### config.mk
export PLATFORM = sky130hd
export DESIGN_NAME = elias_delta_prefix_sum_decoder_flat
export DESIGN_NICKNAME = d
export VERILOG_FILES = /design/src/hdl/edpsd_pkg.sv /design/src/hdl/edpsd_if.sv /design/src/hdl/elias_delta_prefix_sum_decoder.sv /design/src/flat_wrapper.sv
export SDC_FILE = /design/constraint.sdc
export NUM_CORES = 1
export LEC_CHECK = 0
export ABC_AREA = 1
export BUFFER_PORTS_ARGS = -buffer_cell sky130_fd_sc_hd__buf_2
export CELL_PAD_IN_SITES_DETAIL_PLACEMENT = 1
export CELL_PAD_IN_SITES_GLOBAL_PLACEMENT = 1
export CORE_MARGIN = 4
export CORE_UTILIZATION = 31
export DETAILED_ROUTE_END_ITERATION = 10
export PLACE_DENSITY_LB_ADDON = 0.1
export SLEW_MARGIN = 20
export SYNTH_ARGS = -nofsm -noshare
export SYNTH_HDL_FRONTEND = slang
export SYNTH_SLANG_ARGS = --single-unit
### constraint.sdc
create_clock -name clock -period 12.3 [get_ports clock]
set_input_delay 3.69 -clock clock [delete_from_list [all_inputs] [get_ports clock]]
set_output_delay 3.69 -clock clock [all_outputs]
set_load 0.01 [all_outputs]
### src/hdl/edpsd_pkg.sv
// Shared types and constants of the Elias delta prefix-sum decoder.
`default_nettype none

package edpsd_pkg;

   localparam int unsigned WORD_BITS   = 64;
   localparam int unsigned OFFSET_BITS = 6;
   localparam int unsigned VCOUNT_BITS = 32;

   typedef logic [WORD_BITS-1:0]   word_type;
   typedef logic [OFFSET_BITS-1:0] offset_type;
   typedef logic [VCOUNT_BITS-1:0] vcount_type;
   typedef logic                   func_type;

   // Item kinds on the request channel
   localparam func_type FUNC_START = 1'b0;
   localparam func_type FUNC_WORD  = 1'b1;

endpackage

`default_nettype wire

### src/hdl/edpsd_if.sv
// Request and response channel interfaces of the Elias delta prefix-sum decoder.
`default_nettype none

interface edpsd_req_if;
   import edpsd_pkg::*;

   logic       valid;
   logic       ready;
   func_type   func;
   word_type   stream_word;
   offset_type bit_offset;
   vcount_type value_count;

   modport source (output valid, func, stream_word, bit_offset, value_count, input ready);
   modport sink   (input valid, func, stream_word, bit_offset, value_count, output ready);
endinterface

interface edpsd_rsp_if;
   import edpsd_pkg::*;

   logic     valid;
   logic     ready;
   word_type sum;
   logic     malformed;

   modport source (output valid, sum, malformed, input ready);
   modport sink   (input valid, sum, malformed, output ready);
endinterface

`default_nettype wire

### src/hdl/elias_delta_prefix_sum_decoder.sv
// Elias delta prefix-sum decoder: bit-serial code walker with a registered result.
// Start item: opens a query; a zero count sets its result pending without any word item.
// Word item: one stream bit per cycle through the word shift register until its 64 bits are
//    done or the query ends, the leading bit_offset bits of the first word counted off there.
// Result: held pending, then registered once the output is free; next item while it waits there.
// Reset (synchronous): no query active, no result pending, ready high.
`default_nettype none

module elias_delta_prefix_sum_decoder #(
   parameter int unsigned COUNT_BITS = 32
) (
   input  wire logic   clock,
   input  wire logic   reset,
   edpsd_req_if.sink   req_ch,
   edpsd_rsp_if.source rsp_ch
);
   import edpsd_pkg::*;

   // Code phases
   localparam logic [1:0] PH_UNARY  = 2'd0;
   localparam logic [1:0] PH_LENGTH = 2'd1;
   localparam logic [1:0] PH_VALUE  = 2'd2;

   localparam logic [2:0] MAX_ZERO_RUN = 3'd6;
   localparam logic [6:0] MAX_LEN      = 7'd64;
   localparam logic [5:0] LAST_BIT     = 6'd63;

   typedef logic [COUNT_BITS-1:0] remain_type;

   // Control state
   logic       active_ff, active_in;
   logic       scan_ff, scan_in;
   logic       emit_pend_ff, emit_pend_in;
   logic       rsp_valid_ff, rsp_valid_in;
   logic [1:0] phase_ff, phase_in;
   logic [2:0] zero_run_ff, zero_run_in;
   logic [6:0] left_ff, left_in;
   logic [5:0] skip_ff, skip_in;
   logic [5:0] cnt_ff, cnt_in;
   remain_type rem_ff, rem_in;

   // Payload state
   word_type word_ff, word_in;
   word_type field_ff, field_in;
   word_type mask_ff, mask_in;
   word_type sum_ff, sum_in;
   logic     bad_ff, bad_in;
   word_type rsp_sum_ff, rsp_sum_in;
   logic     rsp_bad_ff, rsp_bad_in;

   // Per-bit helpers
   logic       ready;
   logic       accept;
   logic       bit_v;
   word_type   field_gather;
   word_type   mask_shift;
   logic [6:0] len_v;
   remain_type rem_load;
   logic       finish;
   logic       bad;
   word_type   addend;

   assign ready  = !scan_ff && !emit_pend_ff;
   assign accept = req_ch.valid && ready;

   assign bit_v        = word_ff[0];
   assign field_gather = field_ff | (bit_v ? mask_ff : '0);
   assign mask_shift   = {mask_ff[WORD_BITS-2:0], 1'b0};
   assign len_v        = (field_gather[6:0] | mask_shift[6:0]) - 7'd1;
   assign rem_load     = COUNT_BITS'(req_ch.value_count);

   // Decode one bit per cycle and sequence items
   always_comb begin
      active_in    = active_ff;
      scan_in      = scan_ff;
      emit_pend_in = emit_pend_ff;
      rsp_valid_in = rsp_valid_ff;
      phase_in     = phase_ff;
      zero_run_in  = zero_run_ff;
      left_in      = left_ff;
      skip_in      = skip_ff;
      cnt_in       = cnt_ff;
      rem_in       = rem_ff;
      word_in      = word_ff;
      field_in     = field_ff;
      mask_in      = mask_ff;
      sum_in       = sum_ff;
      bad_in       = bad_ff;
      rsp_sum_in   = rsp_sum_ff;
      rsp_bad_in   = rsp_bad_ff;
      finish       = 1'b0;
      bad          = 1'b0;
      addend       = word_type'(1);

      if (accept) begin
         if (req_ch.func == FUNC_START) begin
            // Open a query; a zero count answers at once
            skip_in     = req_ch.bit_offset;
            rem_in      = rem_load;
            sum_in      = '0;
            bad_in      = 1'b0;
            phase_in    = PH_UNARY;
            zero_run_in = '0;
            if (rem_load == '0) begin
               active_in    = 1'b0;
               emit_pend_in = 1'b1;
            end else begin
               active_in = 1'b1;
            end
         end else if (active_ff) begin
            // Load the word and start the bit scan
            word_in = req_ch.stream_word;
            cnt_in  = '0;
            scan_in = 1'b1;
         end
      end else if (scan_ff) begin
         word_in = word_ff >> 1;
         cnt_in  = cnt_ff + 6'd1;
         if (cnt_ff == LAST_BIT) begin
            scan_in = 1'b0;
         end
         if (skip_ff != '0) begin
            skip_in = skip_ff - 6'd1;
         end else begin
            case (phase_ff)
               PH_LENGTH: begin
                  field_in = field_gather;
                  mask_in  = mask_shift;
                  left_in  = left_ff - 7'd1;
                  if (left_ff == 7'd1) begin
                     if (len_v > MAX_LEN) begin
                        bad = 1'b1;
                     end else begin
                        phase_in = PH_VALUE;
                        left_in  = len_v;
                        field_in = '0;
                        mask_in  = word_type'(1);
                     end
                  end
               end
               PH_VALUE: begin
                  field_in = field_gather;
                  mask_in  = mask_shift;
                  left_in  = left_ff - 7'd1;
                  if (left_ff == 7'd1) begin
                     // Leading one sits where the mask ended; gone for a 64-bit value field
                     finish = 1'b1;
                     addend = field_gather | mask_shift;
                  end
               end
               default: begin
                  if (!bit_v) begin
                     if (zero_run_ff == MAX_ZERO_RUN) begin
                        bad = 1'b1;
                     end else begin
                        zero_run_in = zero_run_ff + 3'd1;
                     end
                  end else if (zero_run_ff == '0) begin
                     finish = 1'b1;
                  end else begin
                     phase_in = PH_LENGTH;
                     left_in  = {4'b0, zero_run_ff};
                     field_in = '0;
                     mask_in  = word_type'(1);
                  end
               end
            endcase

            // Add a finished code and count it off
            if (finish) begin
               sum_in      = sum_ff + addend;
               rem_in      = rem_ff - remain_type'(1);
               phase_in    = PH_UNARY;
               zero_run_in = '0;
            end

            // End the query: drop the rest of the word, hold the result
            if (bad || (finish && rem_ff == remain_type'(1))) begin
               active_in    = 1'b0;
               scan_in      = 1'b0;
               emit_pend_in = 1'b1;
               bad_in       = bad;
               phase_in     = PH_UNARY;
               zero_run_in  = '0;
            end
         end
      end

      // Move a held result into the output register
      if (emit_pend_ff && (!rsp_valid_ff || rsp_ch.ready)) begin
         rsp_valid_in = 1'b1;
         rsp_sum_in   = sum_ff;
         rsp_bad_in   = bad_ff;
         emit_pend_in = 1'b0;
      end else if (rsp_ch.ready) begin
         rsp_valid_in = 1'b0;
      end
   end

   // Control registers
   always_ff @(posedge clock) begin
      if (reset) begin
         active_ff    <= 1'b0;
         scan_ff      <= 1'b0;
         emit_pend_ff <= 1'b0;
         rsp_valid_ff <= 1'b0;
         phase_ff     <= PH_UNARY;
         zero_run_ff  <= '0;
         left_ff      <= '0;
         skip_ff      <= '0;
         cnt_ff       <= '0;
         rem_ff       <= '0;
      end else begin
         active_ff    <= active_in;
         scan_ff      <= scan_in;
         emit_pend_ff <= emit_pend_in;
         rsp_valid_ff <= rsp_valid_in;
         phase_ff     <= phase_in;
         zero_run_ff  <= zero_run_in;
         left_ff      <= left_in;
         skip_ff      <= skip_in;
         cnt_ff       <= cnt_in;
         rem_ff       <= rem_in;
      end
   end

   // Payload registers
   always_ff @(posedge clock) begin
      word_ff    <= word_in;
      field_ff   <= field_in;
      mask_ff    <= mask_in;
      sum_ff     <= sum_in;
      bad_ff     <= bad_in;
      rsp_sum_ff <= rsp_sum_in;
      rsp_bad_ff <= rsp_bad_in;
   end

   assign req_ch.ready     = ready;
   assign rsp_ch.valid     = rsp_valid_ff;
   assign rsp_ch.sum       = rsp_sum_ff;
   assign rsp_ch.malformed = rsp_bad_ff;

endmodule

`default_nettype wire

### src/flat_wrapper.sv
// flat-port wrapper written by rule: the top's interface ports become plain ports
module elias_delta_prefix_sum_decoder_flat import edpsd_pkg::*;
#(
   parameter int unsigned COUNT_BITS = 32
)
  (clock, reset, req_ch_valid, req_ch_func, req_ch_stream_word, req_ch_bit_offset, req_ch_value_count, req_ch_ready, rsp_ch_valid, rsp_ch_sum, rsp_ch_malformed, rsp_ch_ready);
  edpsd_req_if req_ch_i ();
  edpsd_rsp_if rsp_ch_i ();
  input  wire logic clock;
  input  wire logic reset;
  input wire logic [$bits(req_ch_i.valid)-1:0] req_ch_valid;
  input wire logic [$bits(req_ch_i.func)-1:0] req_ch_func;
  input wire logic [$bits(req_ch_i.stream_word)-1:0] req_ch_stream_word;
  input wire logic [$bits(req_ch_i.bit_offset)-1:0] req_ch_bit_offset;
  input wire logic [$bits(req_ch_i.value_count)-1:0] req_ch_value_count;
  output wire logic [$bits(req_ch_i.ready)-1:0] req_ch_ready;
  output wire logic [$bits(rsp_ch_i.valid)-1:0] rsp_ch_valid;
  output wire logic [$bits(rsp_ch_i.sum)-1:0] rsp_ch_sum;
  output wire logic [$bits(rsp_ch_i.malformed)-1:0] rsp_ch_malformed;
  input wire logic [$bits(rsp_ch_i.ready)-1:0] rsp_ch_ready;
  assign req_ch_i.valid = req_ch_valid;
  assign req_ch_i.func = req_ch_func;
  assign req_ch_i.stream_word = req_ch_stream_word;
  assign req_ch_i.bit_offset = req_ch_bit_offset;
  assign req_ch_i.value_count = req_ch_value_count;
  assign req_ch_ready = req_ch_i.ready;
  assign rsp_ch_valid = rsp_ch_i.valid;
  assign rsp_ch_sum = rsp_ch_i.sum;
  assign rsp_ch_malformed = rsp_ch_i.malformed;
  assign rsp_ch_i.ready = rsp_ch_ready;
  elias_delta_prefix_sum_decoder #(.COUNT_BITS(COUNT_BITS)) u_core (.clock(clock), .reset(reset), .req_ch(req_ch_i), .rsp_ch(rsp_ch_i));
endmodule
## Word level (Yosys, flattened, before mapping)

Index checks and enable logic that the tools add are counted.

- Output and inout port bits: 67
- Word-level logic and storage cells: 183
- Input bits: 107
- Register bits after elaboration: 382

- Muxes and demuxes: 104
- Bitwise operators: 5
- Eq/ne operators: 19
- Order comparisons: 1
- Add/sub/neg operators: 7
- Reduce and logical (&&, ||, !) cells: 30

Operators by type and width:

| kind | count |
|---|---|
| two-way mux 64 bit | 23 |
| case mux 64 bit (2 select lines) | 2 |
| two-way mux 32 bit | 5 |
| bitwise OR 64 bit | 2 |
| adder 64 bit | 1 |
| two-way mux 6 bit | 8 |
| two-way mux 1 bit | 39 |
| equality test 32 x 1 -> 1 bit (second input constant) | 1 |
| zero test 32 bit | 1 |
| subtractor 32 x 1 -> 32 bit (second input constant) | 1 |
| two-way mux 7 bit | 4 |
| two-way mux 3 bit | 9 |
| two-way mux 2 bit | 10 |
| case mux 7 bit (2 select lines) | 1 |
| subtractor 7 x 1 -> 7 bit (second input constant) | 2 |
| inequality test 5 x 4 -> 1 bit (second input constant) | 2 |
| AND reduction 5 bit | 2 |
| nonzero test 2 bit | 5 |
| inequality test 4 x 1 -> 1 bit (second input constant) | 2 |
| AND reduction 4 bit | 2 |
| AND reduction 8 bit | 1 |
| equality test 7 x 1 -> 1 bit (second input constant) | 1 |
| > comparator 7 bit (second input constant) | 1 |
| bitwise OR 7 bit | 1 |
| 27 further kinds | 40 |

## Longest topological paths before layout

Gate-level depths: netlist (run 1).

- Depth in word-level cells: 16
- Depth in mapped cells: 24
- Depth with buffers taken out: 24

## Least setup slack after synthesis (run 1)

OpenSTA, ideal clock, no wires.

- Path type: input to register
- Start: input port req_ch_valid
- End: register u_core.left_ff[3]
- Library setup time: 70 ps
- Required time: 12,230 ps
- Data arrival time: 11,282 ps
- Setup slack: 948 ps
- Stages on the path: 9
- Buffers on the path: 0
- Path through: nand2_1 -> inv_2 -> nor2_1 -> inv_1 -> nor3_2 -> clkinv_1 -> nor2_1 -> nand2_1 -> a21oi_1

- Word-level cells in the longest chain between the ends: 3

RTL lines:

| item | RTL line | RTL |
|---|---|---|
| start, declared | flat_wrapper.sv:11 | `input wire logic [$bits(req_ch_i.valid)-1:0] req_ch_valid;` |
| logical AND 1 bit | elias_delta_prefix_sum_decoder.sv:64 | `assign accept = req_ch.valid && ready;` |
| inverter 1 bit (no source line) | n/a |  |
| AND reduction 5 bit (no source line) | n/a |  |
| end signal, assigned | elias_delta_prefix_sum_decoder.sv:220 | `left_ff <= left_in;` |
| end, declared | elias_delta_prefix_sum_decoder.sv:37 | `logic [6:0] left_ff, left_in;` |

Every way passes these cells.
A chain may end at the register's enable or synchronous reset.

## Worst setup path after layout (run 1)

- Start: input port req_ch_valid
- End: register u_core.rem_ff[10]

- Word-level cells in the longest chain between the ends: 3
- Elaborated cells on any way between the ends: 7
- Those cells by class: eq/ne: 2; mux: 1; reduce/logical: 4

RTL lines:

| item | RTL line | RTL |
|---|---|---|
| logical AND 1 bit * | elias_delta_prefix_sum_decoder.sv:64 |  |
| inequality test 2 x 1 -> 1 bit (no source line) (tied with other cells) | n/a |  |
| AND reduction 4 bit (no source line) | n/a |  |
| end signal, assigned | elias_delta_prefix_sum_decoder.sv:223 | `rem_ff <= rem_in;` |
| end, declared | elias_delta_prefix_sum_decoder.sv:40 | `remain_type rem_ff, rem_in;` |

Mark *: on every way between the ends. The rest lies on a longest branch, timed or not.

==> impl_metrics.csv, run 1 <==
group,metric,value,unit
clock_network,clockBufferDepth,3,
timing,worstMarginPinSlew,999,ps
worst_hold_path,hp-class,"reg2reg",
grt,grt_max_degree,93,
timing,tns,0,ps
setup_path,critPathTopFamily,"buffers and inverters",
drt,wl_per_cell,18.5,µm
logic_synthesis,seq_area_frac_synth,52.4,%
logic_synthesis,synthArstFlopShare,0,%
run_status,status,"finished clean",
grt,grt_overflow,0,
logic_synthesis,yosys-top-cells-area,"edfxtp_1 (47%), nand2_1 (8.9%), a21oi_1 (7.8%)",
place,dp_slack,4600,ps
power_and_ir_drop,power,3.30,mW
place,gp_routability_congestion,0.831,
timing,skew,28.8,ps
place,place_hpwl,47.5,mm
timing,fin_crit_sh,56.7,%
clock_network,root_buffer,"clkbuf_16",
die,dieArea,71100,µm²
timing,setup_viol,0,
clock_network,cts_setup_buffers,0,
logic_synthesis,synth_top_area_cell,"edfxtp_1",
setup_path,cp.buffers_inverters,4,
setup_path,critPathArrivalTime,7390,ps
layout,areaGrowthSynthToFinish,15.8,%
clock_network,post_cts_resize_count,0,
layout,diodes,0,
die,ioPinCount,174,
clock_network,clock_sinks,382,
logic_synthesis,ys_types,51,
die,die_x,267,µm
timing,fin_hold_ws,467,ps
clock_network,cts_made_buffers,47,
die,rows,94,
drt,drt-pass1-iter-count,5,
clock_network,cts_tree,"done",
layout,drive_gt1_share,11.2,%
power_and_ir_drop,power.density,138,nW/µm²
logic_synthesis,ys_ff_latch,382,
timing,fin_crit,6970,ps
timing,finalHoldViolCount,0,
grt,grt_pass1_wl,102,mm
layout,nets,2779,
clock_network,hold_buffers,0,
logic_synthesis,synth_top_area_share,46.6,%
run,drv_cap,0,
drt,wl_met3,2.10,mm
logic_synthesis,syn-num-nets,2612,
setup_path,end_kind,"flip-flop",
logic_synthesis,synthesis.area,20700,µm²
drt,drt_wl_total,64.6,mm
timing,slew_viol_final,0,
setup_path,crit_path_start_kind,"input pin",
clock_network,clk_latency,600,ps
clock_network,htreeDepth,2,
setup_path,critPathRequiredTime,12720,ps
logic_synthesis,synth_warnings,0,
setup_path,crit_type,"in2reg",
timing,relSlewSlack,33.4,%
grt,grt_pass1_vias,18300,
drt,drtIter0Drc,916,
die,die_h,267,µm
power_and_ir_drop,ir_drop,0.0000799,V
grt,grt_usage,18.0,%
drt,vias,17100,
setup_path,cp_slowest_cell,"clkinv_2",
drt,highest_layer,"met4",
clock_network,path_clk_slew,60,ps
drt,met1Wirelength,29.5,mm
power_and_ir_drop,leakagePower,10.2,nW
setup_path,slowest_delay,800,ps
logic_synthesis,synth_cells,2427,
drt,antenna_left,0,
drt,drc_errors,0,
timing,rsz0062_at_grt,"no",
logic_synthesis,synth_edf_count,322,
timing,setup_ws,5330,ps
place,io_buffers,173,
setup_path,cp_max_fo,67,
die,core,66000,µm²
logic_synthesis,postSynthAreaPerCell,8.54,µm²
logic_synthesis,synth_ff_type,"edfxtp_1",
drt,wl_met2,31.6,mm
grt,antenna_found_initial,1,
die,initial_core_util,31.4,%
drt,vias_per_cell,4.90,
timing,max_freq,0.143,GHz
setup_path,cp_cell_sequence,"buf_2 > nand2_4 > o21ai_0 > nand2_1 > clkinv_1 > nand2_4 > clkinv_2 > buf_4 > o21ai_0 > a31oi_1",
==> placed cells by master (no fill, tap or decap), types with 14 or more instances in the layout <==
| master | instances |
|---|---|
| nand4_1 | 15 |
| edfxtp_1 | 322 |
| nand2_1 | 493 |
| nor3_1 | 28 |
| nor4_1 | 14 |
| dfxtp_1 | 60 |
| inv_1 | 283 |
| clkbuf_16 | 48 |
| ha_1 | 77 |
| a21oi_1 | 323 |
| nor2_1 | 357 |
| o21a_1 | 18 |
| nand3_1 | 70 |
| a31oi_1 | 23 |
| buf_2 | 173 |
| xor2_1 | 20 |
| o21ai_0 | 139 |
==> worst reg2reg max path, cell delays in order, from the launching register on <==
cell and delay, ps:
dfxtp_1 370, inv_1 80, ha_1 190, nand2_2 120, nor2_8 70, nand2_4 370, buf_4 480, nor2_1 130
ha_1 380, nand2_1 110, nor2_1 180, nand2_1 80, nand2_1 120, inv_1 50, o21ai_0 480, nand3_1 200
nand2_1 210, a21oi_1 180, o21ai_0 510, nand2_1 100, nand2_1 80, nor2_1 50
==> per-layer routing <==
layer,up-vias,track usage [%]
li1,8543,-
met1,8321,23.4
met2,206,31.8
met3,77,2.56
met4,0,4.23
met5,-,0
==> report_power, final <==
group | internal (mW) | leakage [nW] | switching, mW
Sequential | 1.47 | 3.25 | 0.0372
Clock | 0.808 | 0.735 | 0.576
Combinational | 0.131 | 6.22 | 0.283
Total | 2.41 | 10.2 | 0.896
==> synth_stat cells (3+ instances only) <==
cell,count
o211ai_1,8
o21ai_1,4
dfxtp_1,60
buf_1,11
inv_1,284
nor3_2,3
o21ai_0,139
nand4_1,15
ha_1,77
a21oi_1,324
nor2_2,13
a21boi_0,5
o21a_1,18
a21o_1,13
buf_6,3
buf_2,12
nand2_4,4
or2_2,3
nand2_2,5
xor2_1,20
xnor2_1,9
nor2_1,357
inv_2,5
o221ai_1,4
nand3_1,70
clkbuf_1,39
o21bai_1,10
a31oi_1,23
nand2_1,494
a211oi_1,8
nor3_1,28
nor4_1,14
edfxtp_1,322
==> kinds of logic (layout without fill, tap and decap cells) <==
kind of cell             after synthesis  count (layout)  share of synthesized area, %
AO/OA/AOI/OAI                        564             564                          14.7
XOR/XNOR                              29              29                          1.23
adder cells (fa/ha/maj)               78              78                          4.74
buffers and inverters                359             565                          6.81
flip-flops                           382             382                          52.4
AND/OR/NAND/NOR                     1015            1015                          20.0
==> cell type report <==
cell class	instances	area [µm²]
clock inverter	29	263
timing repair buffer	186	963
sequential	382	10900
tap	864	1080
fill	7836	42000
clock buffer	59	1250
inverter	291	1100
multi-input combinational	1686	8470
==> flip-flops by register name, summed over array words and instances (netlist names) <==
signal and cells:
u_core.field_ff 64, u_core.mask_ff 64, u_core.rsp_ch.sum 64, u_core.sum_ff 64
u_core.word_ff 64, u_core.rem_ff 32, u_core.left_ff 7, u_core.cnt_ff 6
u_core.skip_ff 6, u_core.zero_run_ff 3, u_core.phase_ff 2, u_core.active_ff 1
u_core.bad_ff 1, u_core.emit_pend_ff 1, u_core.rsp_ch.malformed 1, u_core.rsp_ch.valid 1
u_core.scan_ff 1
==> final timing paths <==
path,startpoint,endpoint,slack [ps],depth (start not counted)
setup / recovery,req_ch_valid,u_core.rem_ff[10],5330,10
hold / removal,u_core.rem_ff[30],u_core.rem_ff[30],470,2
setup reg to reg,u_core.left_ff[1],u_core.sum_ff[43],7550,21
hold reg to reg,u_core.rem_ff[30],u_core.rem_ff[30],470,2
==> per-stage QoR <==
step | instance area (µm²) | cells | util (%)
after global placement | 22500 | 3409 | 34.1
after detailed placement | 22500 | 3409 | 34.1
after global routing | 24000 | 3497 | 36.4
final | 24000 | 3497 | 36.4
after floorplan | 20700 | 2427 | -
after CTS | 24000 | 3497 | 36.4
(Power assumes the default switching activity.)
==> inputs of run 2 (changes only) <==
==> constraint.sdc (replaced) <==
create_clock -name clock -period 7.31 [get_ports clock]
set_input_delay 2.193 -clock clock [delete_from_list [all_inputs] [get_ports clock]]
set_output_delay 2.193 -clock clock [all_outputs]
set_load 0.01 [all_outputs]
==> run 2 against run 1 <==
Register-to-register slack worse by 4900 ps. Hold slack worse by 9.0 ps. First-iteration DRC count is 5.6% lower. Critical path depth is 2 lower. Critical endpoint is now u_core.sum_ff[27]. Largest cell class unchanged.
==> impl_metrics.csv, run 2 (synthesis results as in run 1) <==
group,metric,value,unit
run_status,status,"finished clean",
timing,max_freq,0.204,GHz
drt,drt-pass1-iter-count,5,
layout,layout_commonest_cell,"nand2_1",
timing,worstMarginPinSlew,1040,ps
layout,drive_gt1_share,11.0,%
timing,fin_crit_sh,67.2,%
drt,vias,17000,
grt,antenna_found_initial,0,
clock_network,cts_tree,"done",
timing,fin_hold_ws,458,ps
setup_path,rrSetupSlack,2630,ps
clock_network,clock_sinks,382,
setup_path,cp-startpoint,"req_ch_valid",
layout,final_core_util,36.3,%
run,drv_cap,0,
grt,grt_overflow,0,
setup_path,crit_path_start_kind,"input pin",
die,core,66000,µm²
layout,register_area,10900,µm²
setup_path,rr_worst_depth,23,
place,place_hpwl,46.1,mm
die,die_h,267,µm
clock_network,post_cts_resize_count,0,
die,initial_core_util,31.4,%
setup_path,critPathRequiredTime,7570,ps
drt,vias_per_cell,4.86,
timing,tns,0,ps
die,rows,94,
layout,areaGrowthSynthToFinish,15.4,%
timing,setup_ws,2400,ps
place,io_buffers,173,
timing,finalHoldViolCount,0,
grt,grt_pass1_wl,99.2,mm
die,ioPinCount,174,
power_and_ir_drop,ir_drop,0.000172,V
layout,final_cell_mix,"nand2_1 (493), nor2_1 (356), a21oi_1 (323)",
timing,fin_crit,4910,ps
clock_network,htreeDepth,2,
setup_path,critPathArrivalTime,5170,ps
timing,slew_viol_final,0,
clock_network,clockBufferDepth,3,
clock_network,cts_setup_buffers,0,
place,gp_routability_congestion,0.834,
clock_network,path_clk_slew,60,ps
layout,fill_cells,7842,
drt,wl_per_cell,17.9,µm
layout,final_area,23900,µm²
power_and_ir_drop,power.density,228,nW/µm²
drt,drt_wl_total,62.4,mm
die,die_x,267,µm
worst_hold_path,hold_path_depth,0,
grt,grt_usage,17.3,%
timing,skew,22.1,ps
setup_path,crit_type,"in2reg",
grt,grt_pass1_vias,18200,
drt,antenna_left,0,
timing,relSlewSlack,30.7,%
worst_hold_path,min_from,"u_core.bad_ff",
timing,rsz0062_at_grt,"no",
grt,grt_max_degree,121,
clock_network,clk_latency,590,ps
clock_network,hold_buffers,0,
layout,multiInputGateArea,8480,µm²
worst_hold_path,hold_end,"u_core.rsp_ch.malformed",
layout,diodes,0,
place,dp_slack,1700,ps
clock_network,cts_made_buffers,47,
drt,drtIter0Drc,865,
setup_path,timing.rr.start,"u_core.left_ff[2]",
place,placed_area,22500,µm²
die,dieArea,71100,µm²
setup_path,end_kind,"flip-flop",
clock_network,root_buffer,"clkbuf_16",
setup_path,cp_max_fo,77,
power_and_ir_drop,leakagePower,10.2,nW
worst_hold_path,hp-class,"reg2reg",
timing,setup_viol,0,
drt,drc_errors,0,
setup_path,r2r-end,"u_core.sum_ff[56]",
layout,nets,2777,
-- run 2: changes by cell type in the layout (fill, tap and decap cells not counted), sizes merged --
cell      change
clkinvlp      -2
buf           -2
bufinv        -2
clkbuf        -1
clkinv        +1
-- run 2: report_power, final --
group | switching (mW) | internal (mW) | total (mW)
registers | 0.0611 | 2.47 | 2.53
logic | 0.470 | 0.221 | 0.691
clock network | 0.943 | 1.29 | 2.23
total | 1.47 | 3.98 | 5.45
-- run 2: metal layers --
layer	vias to the layer above	GRT usage [%]	share of wire, %
li1	8530	-	-
met1	8167	22.3	46
met2	202	31.2	49
met3	65	2.32	3.0
met4	0	3.67	1.7
met5	-	0	0
-- run 2: worst max path at each step --
stage | endpoint | slack (ps) | cells after the start
after floorplan | u_core.left_ff[3] | 0.9 | 9
after global placement | u_core.sum_ff[31] | 1770 | 8
after detailed placement | u_core.sum_ff[30] | 1700 | 8
after CTS | u_core.sum_ff[63] | 2320 | 8
after global routing | u_core.sum_ff[31] | 2040 | 8
final | u_core.sum_ff[27] | 2400 | 8
-- run 2: area by class of cell --
| cell class | instances | area share [%] |
|---|---|---|
| inverter | 291 | 4.59 |
| clock inverter | 26 | 0.779 |
| tap | 864 | 4.52 |
| clock buffer | 58 | 5.26 |
| timing repair buffer | 184 | 4.02 |
| sequential | 382 | 45.4 |
| multi-input combinational | 1686 | 35.4 |
-- run 2: metrics by stage --
step	power (mW)	cells
6_report	5.45	3491
5_1_grt	5.74	3491
4_1_cts	5.55	3491
3_5_place_dp	3.28	3407
3_3_place_gp	3.26	3407
2_1_floorplan	3.04	2427
-- run 2: critical path, stage by stage --
cell and delay, ps:
buf_2 110, nand2_4 430, o21ai_0 590, nand2_1 120, clkinv_1 180, nand2_4 280, inv_4 810, buf_4 390
